`src/rtl/sha1_pkg.sv`:
```
// SHA-1 digest package: shared types, constants and round helpers.
// Used by all sha1_* modules; no dependencies.
`default_nettype none
package sha1_pkg;
   localparam logic [31:0] H_INIT [5] = '{32'h67452301, 32'hEFCDAB89, 32'h98BADCFE,
                                          32'h10325476, 32'hC3D2E1F0};
   localparam logic [31:0] K0 = 32'h5A827999;
   localparam logic [31:0] K1 = 32'h6ED9EBA1;
   localparam logic [31:0] K2 = 32'h8F1BBCDC;
   localparam logic [31:0] K3 = 32'hCA62C1D6;
   localparam logic [7:0]  PAD_BYTE = 8'h80;
   localparam int QDEPTH = 4;

   typedef struct packed {
      logic [7:0] data_byte;
      logic       byte_present;
      logic       message_end;
   } item_type;

   typedef enum logic [2:0] {
      ST_IDLE, ST_PAD, ST_LEN, ST_COMP, ST_OUT
   } state_type;

   function automatic logic [31:0] round_f(input logic [6:0] r, input logic [31:0] b,
                                           input logic [31:0] c, input logic [31:0] d);
      logic [31:0] f;
      if (r < 7'd20) f = (b & c) | (~b & d);
      else if (r < 7'd40) f = b ^ c ^ d;
      else if (r < 7'd60) f = (b & c) | (b & d) | (c & d);
      else f = b ^ c ^ d;
      return f;
   endfunction

   function automatic logic [31:0] round_k(input logic [6:0] r);
      logic [31:0] k;
      if (r < 7'd20) k = K0;
      else if (r < 7'd40) k = K1;
      else if (r < 7'd60) k = K2;
      else k = K3;
      return k;
   endfunction
endpackage
`default_nettype wire

```
`src/rtl/sha1_front.sv`:
```
// SHA-1 front end: accepts stream transfers, drops idle items, queues the rest.
// Depends on sha1_pkg.
`default_nettype none
module sha1_front import sha1_pkg::*; (
   input  wire        clock,
   input  wire        reset,
   input  wire        req_tvalid,
   output logic       req_tready,
   input  wire [7:0]  req_tdata,   // data_byte
   input  wire        req_tuser,   // byte_present
   input  wire        req_tlast,   // message_end
   output logic       q_valid,
   input  wire        q_pop,
   output item_type   q_item
);
   localparam int AW = $clog2(QDEPTH);
   item_type mem_ff [QDEPTH];
   logic [AW-1:0] wp_ff, rp_ff, wp_in, rp_in;
   logic [AW:0] cnt_ff, cnt_in;
   logic push;

   assign req_tready = (cnt_ff != QDEPTH[AW:0]);
   // items with neither a byte nor an end do nothing; they are not queued
   assign push = req_tvalid && req_tready && (req_tuser || req_tlast);
   assign q_valid = (cnt_ff != '0);
   assign q_item = mem_ff[rp_ff];

   always_comb begin
      wp_in = push ? wp_ff + 1'b1 : wp_ff;
      rp_in = (q_pop && q_valid) ? rp_ff + 1'b1 : rp_ff;
      cnt_in = cnt_ff + {{AW{1'b0}}, push} - {{AW{1'b0}}, (q_pop && q_valid)};
   end

   always_ff @(posedge clock) begin
      if (reset) begin
         wp_ff <= '0;
         rp_ff <= '0;
         cnt_ff <= '0;
      end else begin
         wp_ff <= wp_in;
         rp_ff <= rp_in;
         cnt_ff <= cnt_in;
      end
      if (push) mem_ff[wp_ff] <= '{req_tdata, req_tuser, req_tlast};
   end

   a_cnt: assert property (@(posedge clock) disable iff (reset) cnt_ff <= QDEPTH)
      else $error("queue overflow");
   a_push_full: assert property (@(posedge clock) disable iff (reset)
      (cnt_ff == QDEPTH[AW:0]) && !q_pop |=> cnt_ff == QDEPTH[AW:0])
      else $error("count changed while full");
   a_empty: assert property (@(posedge clock) disable iff (reset)
      !q_valid |-> !(q_pop && q_valid)) else $error("pop from empty");
endmodule
`default_nettype wire

```
`src/rtl/sha1_back.sv`:
```
// SHA-1 back end: block packing, padding, 80-round compression, digest output.
// Depends on sha1_pkg.
`default_nettype none
module sha1_back import sha1_pkg::*; (
   input  wire         clock,
   input  wire         reset,
   input  wire         q_valid,
   output logic        q_pop,
   input  item_type    q_item,
   output logic        rsp_tvalid,
   input  wire         rsp_tready,
   output logic [39:0] rsp_tdata,  // digest_word, word_index, zero fill
   output logic        rsp_tlast   // last_word
);
   state_type st_ff, st_in;
   logic [31:0] buf_ff [16];
   logic [31:0] w_ff [16];
   logic [31:0] h_ff [5];
   logic [31:0] a_ff, b_ff, c_ff, d_ff, e_ff;
   logic [60:0] cnt_ff;
   logic [6:0]  rnd_ff;
   logic [5:0]  pos_ff;       // padding write position
   logic        fin_ff;       // compression in progress is the final one
   logic [2:0]  idx_ff;
   logic [63:0] bits_ff;

   logic [5:0]  bpos;
   logic [3:0]  slot;
   logic [31:0] wx, wr, tsum;

   assign bpos = cnt_ff[5:0];
   assign slot = rnd_ff[3:0];
   assign q_pop = (st_ff == ST_IDLE) && q_valid;

   always_comb begin
      wx = w_ff[slot + 4'd13] ^ w_ff[slot + 4'd8] ^ w_ff[slot + 4'd2] ^ w_ff[slot];
      wr = (rnd_ff >= 7'd16) ? {wx[30:0], wx[31]} : w_ff[slot];
      tsum = {a_ff[26:0], a_ff[31:27]} + round_f(rnd_ff, b_ff, c_ff, d_ff) + e_ff
             + round_k(rnd_ff) + wr;
   end

   always_comb begin
      st_in = st_ff;
      unique case (st_ff)
         ST_IDLE: if (q_valid) begin
            if (q_item.byte_present && bpos == 6'd63) st_in = ST_COMP;
            else if (q_item.message_end) st_in = ST_PAD;
         end
         ST_PAD: if (pos_ff == 6'd63) st_in = ST_COMP;
            else if (pos_ff == 6'd55) st_in = ST_LEN;
         ST_LEN: st_in = ST_COMP;
         ST_COMP: if (rnd_ff == 7'd79) begin
            if (fin_ff) st_in = ST_OUT;
            else if (pos_ff == 6'd63) st_in = ST_PAD;
            else st_in = ST_IDLE;
         end
         ST_OUT: if (rsp_tready && idx_ff == 3'd4) st_in = ST_IDLE;
         default: st_in = ST_IDLE;
      endcase
   end

   assign rsp_tvalid = (st_ff == ST_OUT);
   assign rsp_tdata = {5'd0, idx_ff, h_ff[idx_ff]};
   assign rsp_tlast = (idx_ff == 3'd4);

   always_ff @(posedge clock) begin
      if (reset) st_ff <= ST_IDLE;
      else st_ff <= st_in;
   end

   always_ff @(posedge clock) begin
      if (reset) begin
         for (int i = 0; i < 5; i++) h_ff[i] <= H_INIT[i];
         cnt_ff <= '0;
         rnd_ff <= '0;
         pos_ff <= '0;
         fin_ff <= 1'b0;
         idx_ff <= '0;
      end else begin
         unique case (st_ff)
            ST_IDLE: if (q_valid) begin
               fin_ff <= 1'b0;
               if (q_item.byte_present) begin
                  buf_ff[bpos[5:2]][8*(3-bpos[1:0]) +: 8] <= q_item.data_byte;
                  cnt_ff <= cnt_ff + 61'd1;
               end
               if (q_item.message_end)
                  bits_ff <= {(cnt_ff + {60'd0, q_item.byte_present}), 3'b000};
               if (q_item.byte_present && bpos == 6'd63) begin
                  rnd_ff <= '0;
                  // 63 flags that padding still follows after this block
                  pos_ff <= q_item.message_end ? 6'd63 : 6'd0;
               end else if (q_item.message_end) begin
                  // padding begins at the next free byte position
                  pos_ff <= cnt_ff[5:0] + {5'd0, q_item.byte_present};
               end else begin
                  pos_ff <= 6'd0;
               end
            end
            ST_PAD: begin
               // first pad byte is 0x80 exactly when it sits at the byte count
               buf_ff[pos_ff[5:2]][8*(3-pos_ff[1:0]) +: 8] <=
                  (pos_ff == cnt_ff[5:0] && !bits_ff[0]) ? PAD_BYTE : 8'd0;
               if (pos_ff == cnt_ff[5:0]) bits_ff[0] <= 1'b1;
               // holding 63 tells the compression that a length block follows
               pos_ff <= (pos_ff == 6'd63) ? pos_ff : pos_ff + 6'd1;
               rnd_ff <= '0;
            end
            ST_LEN: begin
               buf_ff[14] <= bits_ff[63:32];
               buf_ff[15] <= {bits_ff[31:3], 3'b000};
               fin_ff <= 1'b1;
               rnd_ff <= '0;
            end
            ST_COMP: begin
               if (rnd_ff == 7'd0) begin
                  for (int i = 0; i < 16; i++) w_ff[i] <= buf_ff[i];
               end
               if (rnd_ff >= 7'd16) w_ff[slot] <= wr;
               if (rnd_ff == 7'd79) begin
                  rnd_ff <= '0;
                  h_ff[0] <= h_ff[0] + tsum;
                  h_ff[1] <= h_ff[1] + a_ff;
                  h_ff[2] <= h_ff[2] + {b_ff[1:0], b_ff[31:2]};
                  h_ff[3] <= h_ff[3] + c_ff;
                  h_ff[4] <= h_ff[4] + d_ff;
                  idx_ff <= '0;
                  if (pos_ff == 6'd63) pos_ff <= 6'd0;
               end else rnd_ff <= rnd_ff + 7'd1;
            end
            ST_OUT: if (rsp_tready) begin
               if (idx_ff == 3'd4) begin
                  for (int i = 0; i < 5; i++) h_ff[i] <= H_INIT[i];
                  cnt_ff <= '0;
                  idx_ff <= '0;
               end else begin
                  idx_ff <= idx_ff + 3'd1;
               end
            end
            default: ;
         endcase
      end
   end

   // working variables; round 0 reads the chain and buffer directly
   logic [31:0] ra, rb, rc, rd, re, w0, t0;
   always_comb begin
      ra = (rnd_ff == 7'd0) ? h_ff[0] : a_ff;
      rb = (rnd_ff == 7'd0) ? h_ff[1] : b_ff;
      rc = (rnd_ff == 7'd0) ? h_ff[2] : c_ff;
      rd = (rnd_ff == 7'd0) ? h_ff[3] : d_ff;
      re = (rnd_ff == 7'd0) ? h_ff[4] : e_ff;
      w0 = (rnd_ff == 7'd0) ? buf_ff[0] : wr;
      t0 = {ra[26:0], ra[31:27]} + round_f(rnd_ff, rb, rc, rd) + re + round_k(rnd_ff) + w0;
   end
   always_ff @(posedge clock) begin
      if (st_ff == ST_COMP) begin
         a_ff <= t0;
         b_ff <= ra;
         c_ff <= {rb[1:0], rb[31:2]};
         d_ff <= rc;
         e_ff <= rd;
      end
   end

   a_out: assert property (@(posedge clock) disable iff (reset)
      rsp_tvalid |-> idx_ff <= 3'd4) else $error("bad word index");
   a_rnd: assert property (@(posedge clock) disable iff (reset)
      st_ff != ST_COMP |-> rnd_ff == 7'd0) else $error("round count left over");
   a_pop: assert property (@(posedge clock) disable iff (reset)
      q_pop |=> st_ff != ST_OUT) else $error("output without compression");
endmodule
`default_nettype wire

```
`src/rtl/sha1_digest_top.sv`:
```
// SHA-1 digest top level: front queue plus compression back end.
// Depends on sha1_pkg, sha1_front, sha1_back.
//  channel | dir | tdata                                  | tuser / tlast
//  req     | in  | [7:0] data_byte                        | tuser byte_present, tlast message_end
//  rsp     | out | [31:0] digest_word, [34:32] word_index | tlast last_word
// Each byte goes into the block buffer; the 64th byte of a block starts 80 compression
// rounds (one round per cycle in the back end), padding writes the fill bytes and then the
// length and runs one or two compressions, then five digest transfers follow. A four-entry
// queue keeps accepting while the back end works and stalls req_tready when full;
// rsp_tready low holds the back end. Reset is synchronous.
`default_nettype none
module sha1_digest_top import sha1_pkg::*; (
   input  wire         clock,
   input  wire         reset,
   input  wire         req_tvalid,
   output logic        req_tready,
   input  wire [7:0]   req_tdata,  // data_byte
   input  wire         req_tuser,  // byte_present
   input  wire         req_tlast,  // message_end
   output logic        rsp_tvalid,
   input  wire         rsp_tready,
   output logic [39:0] rsp_tdata,  // digest_word, word_index, zero fill
   output logic        rsp_tlast   // last_word
);
   logic q_valid, q_pop;
   item_type q_item;

   sha1_front u_front (.clock, .reset, .req_tvalid, .req_tready, .req_tdata,
                       .req_tuser, .req_tlast, .q_valid, .q_pop, .q_item);
   sha1_back u_back (.clock, .reset, .q_valid, .q_pop, .q_item, .rsp_tvalid,
                     .rsp_tready, .rsp_tdata, .rsp_tlast);
endmodule
`default_nettype wire
```
`config.mk`:
```
export PLATFORM = sky130hd
export DESIGN_NAME = sha1_digest_top
export DESIGN_NICKNAME = d
export VERILOG_FILES = /design/src/rtl/sha1_pkg.sv /design/src/rtl/sha1_front.sv /design/src/rtl/sha1_back.sv /design/src/rtl/sha1_digest_top.sv
export SDC_FILE = /design/constraint.sdc
export NUM_CORES = 2
export LEC_CHECK = 0
export BUFFER_PORTS_ARGS = -buffer_cell sky130_fd_sc_hd__buf_2
export CAP_MARGIN = 5
export CORE_ASPECT_RATIO = 1.1
export CORE_MARGIN = 5
export CORE_UTILIZATION = 50
export CTS_CLUSTER_SIZE = 25
export DETAILED_ROUTE_END_ITERATION = 10
export PLACE_DENSITY = 0.65
export REMOVE_ABC_BUFFERS = 1
export SYNTH_ARGS = -nofsm -noshare
export SYNTH_HDL_FRONTEND = slang
export SYNTH_SLANG_ARGS = --single-unit
```
`constraint.sdc`:
```
create_clock -name clock -period 10.9 [get_ports clock]
set_input_delay 1.09 -clock clock [delete_from_list [all_inputs] [get_ports clock]]
set_output_delay 1.09 -clock clock [all_outputs]
set_load 0.02 [all_outputs]
```
Word-level counts from Yosys, hierarchy flattened
Memories as Yosys holds them, arrays and structs flattened. A register that Yosys moved wholly into a read port is not among the register bits.
Index checks and enable logic that the tools add are counted.
- register bits after elaboration: 310
- RAM bits: 1224
- input bits: 14
- output and inout bits: 43
- word-level logic and storage cells: 257
- memories: 4
- add/subtract/negate cells: 30
- magnitude comparators: 4
- equality and inequality tests: 24
- shift-type cells: 4
- mux-type cells: 111
- bitwise gates (word level): 34
- reductions and logical operators: 30
- memory list (name ; depth ; width ; read ports ; clocked after Yosys merged registers in ; write ports ; RTL line ; source):
    u_back.buf_ff ; 16 ; 32 ; 16 ; 0 ; 2 ; sha1_back.sv:16 ; logic [31:0] buf_ff [16];
    u_back.w_ff ; 16 ; 32 ; 4 ; 1 ; 16 ; sha1_back.sv:17 ; logic [31:0] w_ff [16];
    u_back.h_ff ; 5 ; 32 ; 6 ; 1 ; 5 ; sha1_back.sv:18 ; logic [31:0] h_ff [5];
    u_front.mem_ff ; 4 ; 10 ; 1 ; 1 ; 1 ; sha1_front.sv:17 ; item_type mem_ff [QDEPTH];
- operators with widths (cell ; number):
    $mux W32 ; 32
    $add A32 B32 Y32 ; 13
    $and A32 B32 Y32 ; 8
    $mux W61 ; 4
    $xor A32 B32 Y32 ; 7
    $or A32 B32 Y32 ; 6
    $pmux W61 S2 ; 1
    $reduce_or A32 Y1 ; 3
    $neg A32 Y34 ; 2
    $shift A8 B34 Y32 const A ; 2
    $shiftx A8 B34 Y32 ; 2
    $not A32 Y32 ; 2
    $add A61 B1 Y61 ; 1
    $add A61 B1 Y61 const B ; 1
    $mux W6 ; 7
    $mux W3 ; 13
    $mux W1 ; 36
    $mux W31 ; 1
    $mux W7 ; 3
    $pmux W7 S3 ; 1
    $mux W4 ; 5
    $reduce_and A5 Y1 ; 4
    $eq A6 B6 Y1 const B ; 3
    $ne A2 B1 Y1 const B ; 9
    41 further kinds ; 71

Depth between registers and ports, before layout
- word-level depth: 13
- depth in mapped cells: 35

Hierarchy
From an unflattened synthesis, not the netlist that was laid out.
- cells, all modules: 7190
- area total of the unflattened synthesis: 94516.9 sq um
- by module, submodules not included (module ; times used ; cells an instance ; area an instance (sq um) ; sequential area each (sq um)):
    sha1_back ; 1 ; 7088 ; 92575.0 ; 43952.2
    sha1_front ; 1 ; 102 ; 1941.9 ; 1381.3

Worst setup path before layout
Ideal clock, no wire load.
- path type: register to register
- start point: register u_back.st_ff[0]
- end point: memory u_back.h_ff[0][0], enable pin
- setup time: 548 ps
- data arrival time: 8699 ps
- data required time: 10352 ps
- path slack: 1653 ps
- stages on the path, launching flop included: 7
- buffers on the path: 1
- cell sequence: dfxtp_1 -> clkbuf_1 -> nor2b_1 -> nand2_1 -> inv_1 -> nand2_1 -> nand2b_1
- RTL lines (element ; RTL line ; source):
    from (decl) ; sha1_back.sv:15 ; state_type st_ff, st_in;
    from (signal assigned) ; sha1_back.sv:68 ; else st_ff <= st_in;
    to (decl) ; sha1_back.sv:18 ;

Worst setup path after layout
- start point: register u_back.rnd_ff[2]
- end point: register u_back.a_ff[30] (data pin)
- cells in the longest elaborated chain, start to end: 12
- elaborated cells on any way between the ends: 39
- classes of those cells: add/sub: 7; order compare: 4; mux: 13; bitwise: 13; reduce/logical: 1; memory: 1
- ends and longest elaborated chain (element ; RTL line ; source):
    from (decl) ; sha1_back.sv:21 ; logic [6:0] rnd_ff;
    from (signal assigned) ; sha1_back.sv:129 ; end else rnd_ff <= rnd_ff + 7'd1;
    $logic_not A7 Y1 ; n/a ;
    $mux W32, on equally long branches ; sha1_back.sv:149, sha1_back.sv:150, sha1_back.sv:151 ;
    $and A32 B32 Y32, on equally long branches ; sha1_pkg.sv:27, sha1_pkg.sv:29 ;
    $or A32 B32 Y32 (2 in a row) ; sha1_pkg.sv:29 ; else if (r < 7'd60) f = (b & c) | (b & d) | (c & d);
    $mux W32 ; sha1_pkg.sv:29 ;
    $mux W32 ; sha1_pkg.sv:28 ; else if (r < 7'd40) f = b ^ c ^ d;
    $mux W32 ; sha1_pkg.sv:27 ; if (r < 7'd20) f = (b & c) | (~b & d);
    $add A32 B32 Y32 (3 in a row) ; sha1_back.sv:154 ; t0 = {ra[26:0], ra[31:27]} + round_f(rnd_ff, rb, rc, rd) + re + round_k(rnd_ff) + w0;
    $add A32 B32 Y32 * ; sha1_back.sv:154 ;
    via u_back.t0[30] ; sha1_back.sv:146 ; logic [31:0] ra, rb, rc, rd, re, w0, t0;
    to (signal assigned) ; sha1_back.sv:158 ; a_ff <= t0;
    to (decl) ; sha1_back.sv:19 ; logic [31:0] a_ff, b_ff, c_ff, d_ff, e_ff;
Mark *: on every way through the listed nets, which the timed path passes. The rest lies on a longest branch.
A chain may end at the register's enable or synchronous reset.

==> out/results.env <==
DRC_MARKERS=0
GRT_OVERFLOW=0
GRT_START_MAX_NET_PINS=122
GP_CONGESTION=0.9634
POWER_SWITCHING_SHARE_PCT=37.93
POST-CTS-SETUP-BUFFER-COUNT=0
DIEHEIGHT_MICRONS=466.2
TIMING.REG2REG.WORST_PATH_DEPTH=26
SYNTH.LIB_CELLS_USED.DISTINCT=87
WORST_SETUP_HOLD_PATH_CLK_SLEW_NS=0.06
FINAL_CORE_OCC_PCT=54.96
WHS_NS=0.4509
POST_CTS_RESIZED=0
POWER_REPORT.INTERNAL_TOTAL_mW=14.57
SYNTH_SEQ_AREA_SHARE_PCT=47.92
FINALWORSTSETUPSLACK_NS=1.457
GRT.TOTAL_USAGE_PCT=32.31
SYNTH.CELL_AREA_SQ_MM=0.09461
CRITPATHMAXFANOUT=32
FINALWORSTPATHREQUIREDPERIOD_NS=9.443
BUSIEST_METAL_LAYER_AFTER_GLOBAL_ROUTING='met2'
FIN_SKEW_NS=0.02798
FINAL_HOLD_VIOL_COUNT=0
DRT-VIAS-PER-INSTANCE=6.651
MAX-CLOCK-PATH-BUFFERS=3
POSTCTSHOLDBUFS=0
SWITCHINGPOWER_mW=8.902
MIN_PATH_TYPE='input port to flop'
HTREEDEPTH=4
FINALNONFILLERCELLS=9799
START_UTIL_PCT=50.25
IR_DROP_V=0.0002027
YOSYS.CELL_COUNT.TOP_TYPE='edfxtp_1'
TOTALPOWERFINAL_mW=23.47
SLOWEST_STAGE='a2111oi_1'
FINAL_NETS=7632
DRT_FIRST_ITER_VIOLATIONS=8737
TRITONCTS_NUM_SINKS=1543
INSERTION_DELAY_NS=0.86
TOTALNEGATIVESETUPSLACK_NS=0
GRT_UTIL_MET3_PCT=6.637
HPWL_MICRONS=221600
DPL.CELL_COUNT=9492
RSZ0062_AT_GRT='false'
NETLIST_INSTANCES=7129
CAP_VIOL_MAX_COUNT=0
POST_DP_CELL_AREA_SQ_MM=0.09811
SYNTH_LARGEST_AREA_CELL='edfxtp_1'
HOLD-PATH-CELL-COUNT=1
ROUTED-VIA-COUNT=65170
FRACTION_OF_FINAL_LAYOUT_CELLS_SIZED_BEYOND_DRIVE_STRENGTH_1_PCT=23.14
CORE_SQ_MM=0.1883
SETUP.WORST_PATH.CLASS='flop to flop'
CPPEAKSTAGEDELAY_NS=0.78
DETAIL_ROUTE.WL_PER_CELL_MICRONS=32.95
COUNT_OF_FLIP_FLOPS_WITH_A_BUILT_IN_ENABLE_AFTER_SYNTHESIS=1443
CELL_TYPES_WITH_THE_HIGHEST_COUNTS_AFTER_SYNTHESIS='1443 x edfxtp_1, 848 x nand2_1, 680 x mux4_2, 458 x inv_1, 408 x nor2_1'
YS_FF_LATCH=1543
CRITICAL_PATH.MOST_COMMON_CELL='inv_1'
PIN_COUNT=57
GRT_PASS1_VIAS=64450
STATIC-LEAKAGE-POWER_nW=36.59
CTS_MADE_BUFFERS=167
FIN_CRIT_SH_PCT=86.63
ANTENNA_FOUND_INITIAL=10
TIMING.MAX_SLEW.REL_SLACK_PCT=5.422
SETUP_VIOL_COUNT_FINAL=0
STARTPOINT_CLASS='flop'
POWER_DENSITY_mW_PER_MM2=226.8
OUTCOME='completed'
DRTPASS1ITERATIONS=6
DRT-TOTAL-WL_MICRONS=322900
COMB_POWER_SHARE_PCT=43.6
PRECTSSETUPSLACK_NS=1.565
POWER.SEQUENTIAL.FRACTION_PCT=32.2
DIEAREA_SQ_MM=0.1980
YS_TOP_CELLS_BY_AREA='edfxtp_1 46%, mux4_2 16%, fa_1 5.5%, mux2_2 4.4%, nand2_1 3.4%'
YOSYS_MOST_USED_DFF='edfxtp_1'
CTS_ROOT_BUF='clkbuf_16'
CP.ARRIVAL_NS=10.04
TRITONCTS='yes'
DIE_W_MICRONS=424.8
SYNTH_TOP_AREA_SHARE_PCT=45.80
SLEW_VIOL_FINAL=0
CLOCK.FMAX_GHz=0.1059
PLACEMENTROWS=167
TIGHTESTPINTRANSITION_NS=1.404
AREAGROWTHSYNTHTOFINISH_PCT=9.374
SETUP.WORST_PATH.END_CLASS='flop'
USE_MET2_PCT=52.12
NUMBER_OF_INPUT_AND_OUTPUT_PORT_BUFFERS_INSERTED=51
WORSTPATHREQUIRED_NS=11.49
GLOBALROUTEMET1UTIL_PCT=39.76
SHARE_CLK_OF_TOTAL_POWER_PCT=24.2
YOSYS_WARNINGS=0
POSTLAYOUTCELLAREA_SQ_MM=0.1035
ASYNC_FLOP_SHARE_PCT=0
FINAL_ANTENNA_NET_COUNT=0
POST_SYNTH.CELL_AREA_AVG_SQ_UM=13.27
WIRE_LENGTH_OF_THE_FIRST_GLOBAL_ROUTING_PASS_MICRONS=460200
-- flip-flops by register name (all words and copies together), names as in the netlist, 6 cells and up, named ones only --
| name | flops |
|---|---|
| u_back.rnd_ff | 7 |
| u_back.bits_ff | 62 |
| u_back.cnt_ff | 61 |
| u_back.buf_ff | 512 |
| u_back.h_ff | 160 |
| u_back.e_ff | 32 |
| u_back.c_ff | 32 |
| u_back.b_ff | 32 |
| u_back.d_ff | 32 |
| u_back.a_ff | 32 |
| u_front.mem_ff | 40 |
| u_back.pos_ff | 6 |
| u_back.w_ff | 512 |
-- placed cells by master (no fill, tap or decap), drive strengths merged, types with 71 or more instances in the layout --
cell type	n
mux2	370
nand2	848
fa	260
xnor2	209
a21o	71
inv	469
clkbuf	211
nor3	72
buf	225
mux4	680
nor2	408
ha	232
dfxtp	100
a21oi	182
nand3	93
mux2i	149
o21ai	377
edfxtp	1443
xor2	190
-- power by group through the flow --
| stage | clock, mW | sequential [mW] | combinational, mW |
|---|---|---|---|
| after detailed placement | 0 | 7.67 | 10.0 |
| after CTS | 5.73 | 7.55 | 10.1 |
| final | 5.68 | 7.56 | 10.2 |
| after global placement | 0 | 7.67 | 9.93 |
| after global routing | 5.98 | 7.57 | 11.1 |
| after floorplan | 0 | 7.68 | 7.84 |
-- worst max-delay path: cells and delay by family (launching register included) --
family / cells / cell delay, ns
compound gates: 10 / 3.35
mux: 3 / 1.21
flops: 1 / 0.74
buf+inv: 5 / 0.80
fa+ha+maj: 5 / 2.59
xor+xnor: 3 / 0.45
-- per-layer routing --
layer  vias up  share of wire (%)  wire [microns]
met5         -             0.0040              13
met1     33050                 35          111900
li1      26790                  -               -
met4         2                8.1           26020
met3      1028                 10           32320
met2      4310                 47          152700
-- path summary, 6_finish.rpt --
check | start | to | slack [ns]
setup reg to reg | u_back.rnd_ff[2] | u_back.a_ff[30] | 1.46
hold / removal | req_tdata[2] | u_front.mem_ff[3][4] | 0.45
setup / recovery | u_back.rnd_ff[2] | u_back.a_ff[30] | 1.46
hold reg to reg | u_back.fin_ff | u_back.fin_ff | 0.51
-- cell families (layout without fill, tap and decap cells) --
logic type | count (synthesis) | count (layout) | share of synthesized area, %
simple gates | 1687 | 1687 | 7.694
flops | 1543 | 1543 | 47.92
mux | 1199 | 1199 | 22.17
compound gates | 947 | 947 | 6.296
buf+inv | 861 | 991 | 3.658
fa+ha+maj | 492 | 492 | 8.570
xor+xnor | 399 | 399 | 3.694
other cells | 1 | 6 | 0.003964
-- cell type report --
class	count	area (sq um)
antenna	1	2.502
clock buffer	211	4469
clock inverter	95	889.6
fill	15390	84790
inverter	460	1732
multi-input combinational	4729	46220
sequential	1543	45360
tap	2535	3172
timing repair buffer	225	1624
Note: power is estimated with default switching activity, not from simulation.
